`src/sv/lsc_pkg.sv`:
```
// lsc_pkg: shared codes, field widths and types for the LRU stamp cache tag store.
// No dependencies; used by lsc_scan_unit and lru_stamp_cache_tag_store_unit.

package lsc_pkg;

    // Fixed field widths of the stream payloads
    localparam int REQ_W    = 2;
    localparam int STATUS_W = 3;
    localparam int SLOT_W   = 7;

    // Request kinds (slave tuser)
    localparam logic [REQ_W-1:0] REQ_LOOKUP = 2'd0;
    localparam logic [REQ_W-1:0] REQ_INVAL  = 2'd1;
    localparam logic [REQ_W-1:0] REQ_FLUSH  = 2'd2;

    // Result status codes (master tuser)
    localparam logic [STATUS_W-1:0] ST_HIT    = 3'd0;
    localparam logic [STATUS_W-1:0] ST_MISS   = 3'd1;
    localparam logic [STATUS_W-1:0] ST_INVAL  = 3'd2;
    localparam logic [STATUS_W-1:0] ST_ABSENT = 3'd3;
    localparam logic [STATUS_W-1:0] ST_FLUSH  = 3'd4;

    // Sequencer to compare unit: one tag word is on the RAM read port
    typedef struct packed {
        logic dv;     // read data is valid this cycle
        logic first;  // read data belongs to entry 0 (restarts the oldest search)
    } t_scan_ctl;

endpackage

```
`src/sv/lsc_scan_unit.sv`:
```
// lsc_scan_unit: shared key compare and oldest-stamp tracker, one tag word per cycle.
// Depends on lsc_pkg (t_scan_ctl).

module lsc_scan_unit #(
    parameter int KEY_BITS   = 16,
    parameter int STAMP_BITS = 32,
    parameter int IDX_W      = 7
) (
    input  logic                  i_clk,
    input  logic                  i_rst_n,
    input  lsc_pkg::t_scan_ctl    i_ctl,
    input  logic [IDX_W-1:0]      i_idx,
    input  logic                  i_ent_valid,
    input  logic [KEY_BITS-1:0]   i_ent_key,
    input  logic [STAMP_BITS-1:0] i_ent_stamp,
    input  logic [KEY_BITS-1:0]   i_key,
    output logic                  o_match,
    output logic [IDX_W-1:0]      o_victim
);

    logic [STAMP_BITS-1:0] r_oldest;
    logic [STAMP_BITS-1:0] n_oldest;
    logic [IDX_W-1:0]      r_victim;
    logic [IDX_W-1:0]      n_victim;
    logic                  older;

    assign o_match = i_ent_valid && (i_ent_key == i_key);
    assign older   = i_ent_stamp < r_oldest;

    // First entry with the strictly smallest stamp wins
    always_comb begin
        n_oldest = r_oldest;
        n_victim = r_victim;
        if (i_ctl.first || older) begin
            n_oldest = i_ent_stamp;
            n_victim = i_idx;
        end
    end

    assign o_victim = n_victim;

    always_ff @(posedge i_clk) begin
        if (!i_rst_n) begin
            r_victim <= '0;
        end else if (i_ctl.dv) begin
            r_victim <= n_victim;
        end
    end

    always_ff @(posedge i_clk) begin
        if (i_ctl.dv) begin
            r_oldest <= n_oldest;
        end
    end

endmodule

```
`config.mk`:
```
export PLATFORM = sky130hd
export DESIGN_NAME = lsc_scan_unit
export DESIGN_NICKNAME = d
export VERILOG_FILES = /design/src/sv/lsc_pkg.sv /design/src/sv/lsc_scan_unit.sv
export SDC_FILE = /design/constraint.sdc
export NUM_CORES = 1
export LEC_CHECK = 0
export BUFFER_PORTS_ARGS = -buffer_cell sky130_fd_sc_hd__buf_2
export CAP_MARGIN = 25
export CORE_ASPECT_RATIO = 0.5
export CORE_MARGIN = 2
export CORE_UTILIZATION = 53
export DETAILED_ROUTE_END_ITERATION = 6
export PLACE_DENSITY = 0.88
export SETUP_SLACK_MARGIN = 0.05
export SLEW_MARGIN = 0
export SYNTH_ARGS = -nofsm -noshare
export SYNTH_HDL_FRONTEND = slang
export SYNTH_SLANG_ARGS = --single-unit
```
`constraint.sdc`:
```
create_clock -name i_clk -period 5.4 [get_ports i_clk]
set_clock_uncertainty 0.15 [all_clocks]
set_input_delay 0 -clock i_clk [delete_from_list [all_inputs] [get_ports i_clk]]
set_output_delay 0 -clock i_clk [all_outputs]
set_load 0.02 [all_outputs]
```
==> impl.org, run 1 <==
** Detailed routing
- Once detail routing completed, the nets flagged for antenna violations numbered 0.
- Before antenna repair, the detailed router went through 5 iterations.
- In this run, the number of DRC markers left after iteration 0 of detailed routing was ~160.
- After detailed routing, the average wire length per cell comes to 18.2 um.
- The routed design has 7320 um of wire.
- After detailed routing, the number of vias per cell comes to between 5 and 6.
- The detailed router placed 2238 vias in this run.
- In the routed design, unresolved DRC markers number 0.

** Yosys
- Most frequently used cell type in the post-synthesis netlist :: sky130_fd_sc_hd__inv_1
- In this run, synthesis inferred 32 flip-flops with an integrated enable.
- Cell type with the highest aggregate area in the netlist :: sky130_fd_sc_hd__edfxtp_1
- For this run, the leading register cell type out of synthesis is sky130_fd_sc_hd__edfxtp_1.
- Average cell area after synthesis :: 11.4 um2
- The commonest cells after synthesis are sky130_fd_sc_hd__inv_1, sky130_fd_sc_hd__edfxtp_1, sky130_fd_sc_hd__ha_1.
- Measured against the total synthesized area, the mux share comes to 0.0644.
- In this run the cell area of the synthesized design comes to 2310 um2.
- Area share of fa/ha/maj cells after synthesis :: 0.168
- The share of the synthesized area in compound gates (AO/OA/AOI/OAI) is 0.0823.
- Main combinational cell family by area after synthesis :: adder cells
- Share of the yosys chip area belonging to registers :: 0.476
- FF+latch count, synth :: 39
- The cell count after synthesis came out at about 200.
- Number of distinct library cells after synthesis :: 31
- Of the post-synthesis cell area, the dominant cell type holds 0.416.
- Synth async-reset ratio :: 0
- During synthesis, Yosys emitted a total of 0 warnings.
- Xor-xnor portion of the synthesized cell area :: 0.0606
- Leading cell types by total area after synthesis :: sky130_fd_sc_hd__edfxtp_1, sky130_fd_sc_hd__ha_1, sky130_fd_sc_hd__dfxtp_1
- Syn_nets :: 309
- Of the total synthesized cell area, the portion taken by AND, OR, NAND and NOR gates is 0.0931.

** Floorplanning
- Num rows :: 16
- Die height :: 50.7 um
- In this run the standard cell core region covers around 4000 um2.
- 84 I/O pins were placed.
- The initial utilization of the core area, before any placement, comes to 0.571.
- In this run the horizontal extent of the chip is around 97 um.
- Overall die area :: between 4000 and 5000 um2

** STA
- For the pin with the worst max-slew slack, the measured transition is roughly 0.62 ns.
- Unrepaired setup endpoints after global routing :: false
- Final worst path period need :: roughly 3.8 ns
- The worst pin sits at a relative slew slack of 0.580.
- Final-report max-slew violation count :: 0
- Fin crit share :: 0.705
- Setup violations remaining at the end of the flow were counted as 0.
- Based on the critical path, the design can be clocked at up to ~0.26 GHz.
- Count of final hold-check violations :: 0
- For the final routed database, the setup TNS stands at 0 ns.

** Cells and area
- Utilization after layout :: 0.862
- Sequential cell area in the final layout :: 1100 um2
- Share of layout cells above drive strength 1 :: 0.299
- Footprint of the multi-input gates :: roughly 1100 um2
- The area growth from synthesis to layout is 50.8%.
- Number of fill cells :: roughly 190
- The final layout contains ~450 nets.
- Ant diodes :: 0
- The finished cells cover around 3500 um2.

** Setup path
- Worst-path fanout max :: 20
- STA puts the critical path data arrival time at roughly 3.8 ns.
- On the worst path, the slowest cell contributes a delay of around 0.61 ns.
- The signal on the critical path passes through inv_1 -> ha_1 -> nand4_1 -> or4_1 -> nor4_2 -> a211oi_4 -> buf_8 -> buf_4 -> mux2i_1 -> dlygate4sd3_1.
- Counting both buffers and inverters, the worst setup path holds a total of 4.
- Worst endpoint required time :: between 5 and 6 ns
- The cell family contributing the most delay on the critical path is simple AND/OR/NAND/NOR gates.
- The critical path is of the flip-flop to flip-flop type.
- STA classifies the critical path endpoint as a flip-flop.
- STA classifies the critical path startpoint as a flip-flop.
- The largest individual stage delay along the critical path comes from the cell sky130_fd_sc_hd__or4_1.

** CTS
- In this run the post-CTS setup repair buffer count came out at 0.
- The H-tree generated during clock tree synthesis spans 2 levels.
- Total clock buffers created by CTS :: 5
- For this design, the CTS-stage hold fixing added 53 buffers.
- Count of instances resized after the clock tree is built :: 0
- After clock tree synthesis, the clock-pin slew on the worst setup and hold paths is about 0.080 ns.
- TritonCTS built the clock tree.
- Root Buffer Master :: sky130_fd_sc_hd__clkbuf_8
- Clock Sink Count :: 39
- In this run the deepest clock path goes through 2 buffers.
- The clock reaches the later pin of the worst-skew pair after 0.30 ns.

** Placement
- Placed cell area :: around 2800 um2
- Summed over all nets, the half-perimeter wirelength after detailed placement is approximately 4000 um.
- PortBufs :: just over 80
- The congestion estimate from routability-driven global placement came to between 0.7 and 0.8.

** GRT
- Pin count of the biggest net entering global routing :: 22
- Total Routing Usage GR :: 0.301
- The number of global-route vias before repair was between 2000 and 2500.
- The number of antenna violations at the first check in global routing is 0.
- GRT Residual Overflow :: 0
- The first global-routing pass estimated around 11000 um of wire.

** Pwr
- Static Leakage :: about 1.6 nW
- Dividing total power by cell area gives a power density of approximately 250 nW/um2.
- VDD sags by at most approximately 190 uV.

** Min path
- The min-delay analysis places its worst path in the category input port to output pin.

** Run
- Maximum capacitance violations :: 0

** Outcome
- Status :: completed
## logic make-up (layout without fill, tap and decap cells)
| logic type | Yosys count | in the layout |
|---|---|---|
| xor gates and xnor gates | 16 | 16 |
| buffers and inverters | 34 | 180 |
| and+or+nand+nor | 42 | 42 |
| AOI/OAI and AO/OA | 26 | 26 |
| muxes | 14 | 14 |
| DFF | 39 | 39 |
| adders and majority gates | 31 | 31 |
## state kept, by name, summed over array words and instances (netlist names)
| register | cells |
|---|---|
| r_oldest | 32 |
| r_victim | 7 |
## placed cells by master (no fill, tap or decap), types with 3 or more instances in the layout
| master | netlist | layout |
|---|---|---|
| sky130_fd_sc_hd__nand3_1 | 5 | 5 |
| sky130_fd_sc_hd__xor2_1 | 4 | 4 |
| sky130_fd_sc_hd__xnor2_1 | 12 | 12 |
| sky130_fd_sc_hd__nand2_1 | 20 | 20 |
| sky130_fd_sc_hd__o21ai_0 | 3 | 3 |
| sky130_fd_sc_hd__ha_1 | 31 | 31 |
| sky130_fd_sc_hd__clkbuf_8 | 0 | 5 |
| sky130_fd_sc_hd__mux2i_1 | 7 | 7 |
| sky130_fd_sc_hd__edfxtp_1 | 32 | 32 |
| sky130_fd_sc_hd__mux2_2 | 7 | 7 |
| sky130_fd_sc_hd__dfxtp_1 | 7 | 7 |
| sky130_fd_sc_hd__a21oi_1 | 9 | 9 |
| sky130_fd_sc_hd__nand4_1 | 8 | 8 |
| sky130_fd_sc_hd__buf_2 | 0 | 83 |
| sky130_fd_sc_hd__a211oi_1 | 3 | 3 |
| sky130_fd_sc_hd__inv_1 | 33 | 33 |
| sky130_fd_sc_hd__dlygate4sd3_1 | 0 | 54 |
## metrics by stage
step	instances	hold WS [ns]	setup WS, ns	power [mW]
floorplan	202	-0.0511	2.07	0.454
global placement	339	0.0436	2.00	0.504
CTS	400	0.0587	1.38	0.829
finish	402	0.179	1.59	0.855
global route	402	0.206	1.56	0.881
detailed placement	339	0.0494	1.94	0.515
## routing by layer
layer  up-vias  part of all wire  track usage
li1       1007                 -            -
met1      1034              0.39        0.326
met2       167              0.48        0.555
met3        30             0.098       0.0905
met4         0             0.032        0.134
met5         -                 0            0
## tightest hold or removal path: cells and delay by family
family | cells | cell delay (ns)
buffers and inverters | 2 | 0.24
and+or+nand+nor | 2 | 0.09
## final cells by class
type | instances | share of cell area
multi-input cells | 129 | 0.310
flip-flops and latches | 39 | 0.316
well taps | 54 | 0.0194
repair buffers | 139 | 0.281
inverters | 33 | 0.0355
clock buffers | 6 | 0.0208
clock inverters | 2 | 0.0172
## worst paths after layout
check | startpoint | endpoint | slack (ns) | depth (start not counted)
setup / recovery | r_oldest[31] | r_victim[3] | 1.59 | 10
hold / removal | i_ent_valid | o_match | 0.18 | 4
setup reg to reg | r_oldest[31] | r_victim[3] | 1.59 | 10
hold reg to reg | r_victim[1] | r_victim[1] | 0.88 | 3
## report_power, final
group          switching (mW)  internal (mW)
combinational          0.0998          0.102
clock                   0.109          0.185
sequential            0.00902          0.350
total                   0.218          0.637
No activity file was read; power rests on OpenSTA's default activity.
==> run 2, diff against run 1 <==
ABC_AREA = 1   (was not set)
CORE_UTILIZATION = 45   (was 53)
PLACE_DENSITY = 0.79   (was 0.88)
clock period = 3.2 ns   (was 5.4 ns; I/O delays follow)
==> impl.org, run 2 <==
** Floorplanning
- Core outline area :: 5070 um2 (+25%)
- The starting utilization of the core area came to 0.481 (-0.0905).
- The placement row count came to 18 (+2).
- The floorplan die height was 56.0 um (+11%).
- Number of placed I/O pins :: 84 (unchanged)
- DIE WIDTH :: 108 um (+11%)
- The die footprint was 6060 um2 (+23%).

** Detailed routing
- The final routed wirelength across all metal layers came to 5700 um (-22%).
- The amount of wire on met3 after detailed routing was 303 um (-58%).
- The count of nets left with antenna violations after detail routing came to 0 (unchanged).
- After detailed routing, no signal wire sits above met4.
- M1 WL :: 2200 um (-22%)
- The routed length per placed instance came to 12.5 um (-31%).
- The number of vias in the routed layout came to 2185 (-2.4%).
- Detailed Routing Iterations Pass 1 :: 4 (-1)
- DRT iter0 DRCs :: 73 (-55%)
- Post-DR vias/cell :: 4.78 (-14%)
- DRC Markers :: 0 (unchanged)
- Met2 WL post-DR :: 3130 um (-12%)

** Yosys
- The sequential area share after synthesis was 0.452 (-0.0247).
- Synth async-reset ratio :: 0 (unchanged)
- The synthesized area divided by synthesized cell count was 9.45 um2 (-17%).
- Number of distinct library cells after synthesis :: 30 (-3.2%)
- sky130_fd_sc_hd__inv_1 is the most common cell in the netlist.
- Cell type with the highest aggregate area in the netlist :: sky130_fd_sc_hd__edfxtp_1
- FF+latch count, synth :: 39 (unchanged)
- Most instantiated cells after synthesis :: sky130_fd_sc_hd__inv_1, sky130_fd_sc_hd__nand2_1, sky130_fd_sc_hd__edfxtp_1
- Syn_nets :: 365 (+18%)
- Netlist area before placement :: 2440 um2 (+5.5%)
- The number of flops mapped to enable cells by yosys came to 32 (unchanged).
- Sorting the synthesized cells by area gives the leading types as sky130_fd_sc_hd__edfxtp_1, sky130_fd_sc_hd__ha_1, sky130_fd_sc_hd__inv_1.
- The gate count of the mapped netlist is 258 (+28%).
- The Yosys warning count came to 0 (unchanged).
- Dominant register cell in the synthesized netlist :: sky130_fd_sc_hd__edfxtp_1
- The top-area cell type share of the netlist area came to 0.394 (-0.0216).

** Placement
- Post-Place Setup Slack :: 0.631 ns (-1.30 ns)
- The number of buffers added on ports was 83 (unchanged).
- The post-detailed-placement cell area was 2920 um2 (+4.3%).
- The last weighted congestion value of the routability-driven placer is 0.837 (+5.7%).
- Detailed-placement wirelength estimate :: 4290 um (+8.6%)

** STA
- Unrepaired setup endpoints after global routing :: false
- Final worst path period need :: 2.62 ns
- Worst rel slew slack :: 0.721 (+0.140)
- Final-report max-slew violation count :: 0 (unchanged)
- The slack of the critical path came to 0.584 ns (-1.01 ns).
- The total of endpoints with negative setup slack in the final report was 0 (unchanged).
- The worst-margin pin slew is 0.419 ns (-0.205 ns).
- Highest Clock Rate :: 0.382 GHz
- Of the available clock period, the critical path in the final layout requires 0.818.
- The final total negative setup slack is 0 ns (unchanged).
- The number of failing hold endpoints at the final stage came to 0 (unchanged).

** Setup path
- The top fanout value on the critical path came to 32 (+60%).
- Critical Path Source :: i_ent_stamp[15]
- The total number of cells along the worst setup path was 15 (+5).
- The signal on the critical path passes through dlygate4sd3_1 -> buf_2 -> ha_1 -> nand2_1 -> inv_1 -> nand3_1 -> inv_1 -> a21oi_1 -> nand2_1 -> nand2_1 -> nand2_2 -> nand2_4 -> inv_4 -> nor2_2 -> buf_4.
- STA classifies the critical path endpoint as a flip-flop.
- Register-to-Register Setup Slack :: 0.59 ns (-1.00 ns)
- The critical path in this run is classified as input port to flip-flop.
- Slowest cell on the critical path :: sky130_fd_sc_hd__dlygate4sd3_1
- Most frequent cell on the critical path :: sky130_fd_sc_hd__nand2_1
- Max incr delay on CP :: 0.53 ns (-0.08 ns)
- Setup crit end :: r_oldest[23]
- STA classifies the critical path startpoint as an input port.
- Register-to-Register Path Depth :: 14 (+4)
- Worst endpoint required time :: 3.00 ns (-2.44 ns)
- In this run the critical register-to-register path is launched from r_oldest[14].
- Worst path bufs/invs :: 6 (+2)
- The kind of cell with the highest combined delay along the critical path is buffers and inverters.
- The critical path arrival came to 2.42 ns (-1.42 ns).
- Capture instance of the worst register-to-register path :: r_oldest[23]

** Cells and area
- Commonest cells after routing, fill and taps aside :: sky130_fd_sc_hd__buf_2, sky130_fd_sc_hd__inv_1, sky130_fd_sc_hd__nand2_1
- The number of diodes added for antenna fixing was 0 (unchanged).
- Leading cell type in the layout, fill and taps excluded :: sky130_fd_sc_hd__buf_2
- The fraction of layout instances using a drive strength above 1 came to 0.287 (-0.0120).
- Relative to the synthesized area, the layout overhead comes to 39.5%.
- The total number of nets in the final design is 493 (+8.6%).
- Number of fill cells :: 406 (+110%)
- Largest register FFs :: 32 (unchanged)
- The final core utilization came to 0.671 (-0.191).
- The area of all placed cells without fillers is 3400 um2 (-2.4%).
- More flip-flops sit in one register than any other, and that register is r_oldest.
- The largest registers in the layout are r_oldest x32, r_victim x7.

** GRT
- Via count of the first global-routing pass :: 2270 (-4.1%)
- The global router's overall resource usage came to 0.203 (-0.0977).
- Antenna violations before repair :: 0 (unchanged)
- The largest net degree at the start of global routing was 33 (+50%).
- The global route total overflow came to 0 (unchanged).
- Global-route wire length before repair :: 9580 um (-15%)

** Min path
- In this run the most critical hold path is launched from i_ctl[1].
- In this run the worst hold path is classified as input port to flip-flop.

** Pwr
- The total power after layout came to 1.24 mW (+45%).
- Proportion of power drawn by flip-flops and latches :: 0.486 (+0.066)
- Switching share of power :: 0.281 (+0.0257)
- The internal power summed over all cells is 0.891 mW (+40%).
- The total power density per cell area was 364 nW/um2 (+49%).
- Reported net switching power :: 0.348 mW (+60%)
- The clock network fraction of total power was 0.263 (-0.081).
- The peak supply drop was 187 uV (-2.9%).
- Part of the total power dissipated in combinational logic :: 0.251 (+0.015)
- The static leakage is 1.71 nW (+4.1%).

** CTS
- The post-CTS repair timing setup buffer count came to 0 (unchanged).
- The total clock buffers created by CTS is 5 (unchanged).
- Clock Sink Count :: 39 (unchanged)
- Root Buffer Master :: sky130_fd_sc_hd__clkbuf_8
- The clock slew seen by the registers of the worst setup and hold paths came to 0.07 ns (about the same).
- Maximum root-to-sink buffer count :: 2 (unchanged)
- Clock insertion delay at the later pin of the skew report :: 0.30 ns (about the same)
- The CTS H-tree depth is 2 (unchanged).
- Clock tree from TritonCTS :: built

** Run
- Maximum capacitance violations :: 0 (unchanged)

** Outcome
- The flow ran to the end, and the final reports show no timing, DRC or antenna violations.
run 2: worst min-delay path, stage by stage:
cell and delay, ns:
sky130_fd_sc_hd__buf_2 0.20, sky130_fd_sc_hd__nand3_2 0.10, sky130_fd_sc_hd__nand2_1 0.04, sky130_fd_sc_hd__nor2_1 0.07
run 2: timing repair:
action                    4_1_cts  5_1_grt
gates resized for setup         0        0
hold buffers                   40        0
hold endpoints to repair       39        0
run 2: cell families after synthesis:
| kind of cell | Yosys count | share of synthesized area |
|---|---|---|
| simple gates | 79 | 0.155 |
| buf+inv | 57 | 0.0970 |
| xor+xnor | 8 | 0.0287 |
| fa+ha+maj | 31 | 0.159 |
| compound gates | 44 | 0.109 |
| flops | 39 | 0.452 |
run 2: metal layers:
| layer | track usage | vias up |
|---|---|---|
| met1 | 0.201 | 987 |
| met5 | 0 | - |
| met2 | 0.415 | 72 |
| met4 | 0.0659 | 0 |
| met3 | 0.0433 | 10 |
| li1 | - | 1116 |
run 2: how the worst min path moves through the flow:
| stage | end | slack, ns | cells past startpoint |
|---|---|---|---|
| floorplan | r_oldest[0] | -0.05 | 0 |
| global placement | r_oldest[0] | 0.04 | 1 |
| detailed placement | r_oldest[0] | 0.04 | 1 |
| CTS | r_victim[3] | 0.002 | 4 |
| global route | r_victim[3] | 0.02 | 4 |
| finish | r_victim[5] | 0.002 | 4 |
run 2: power by group through the flow:
stage               registers (mW)  logic [mW]  clock network [mW]
finish                       0.603       0.311               0.325
global route                 0.606       0.349               0.351
CTS                          0.603       0.311               0.325
detailed placement           0.614       0.272                   0
global placement             0.613       0.253                   0
floorplan                    0.611       0.172                   0
run 2: layout make-up:
| class | instances | area, um2 | share of cell area |
|---|---|---|---|
| Clock buffer | 7 | 76.3 | 0.0224 |
| Clock inverter | 1 | 5.00 | 0.00147 |
| Sequential cell | 39 | 1100 | 0.324 |
| Inverter | 54 | 205 | 0.0603 |
| Tap cell | 70 | 87.6 | 0.0258 |
| Multi-Input combinational cell | 162 | 1100 | 0.324 |
| Timing Repair Buffer | 124 | 823 | 0.242 |
run 2: metrics by stage:
| step | std cells | hold WS [ns] |
|---|---|---|
| floorplan | 258 | -0.0511 |
| global placement | 409 | 0.0434 |
| detailed placement | 409 | 0.0426 |
| CTS | 457 | 0.00177 |
| global route | 457 | 0.0242 |
| finish | 457 | 0.00200 |
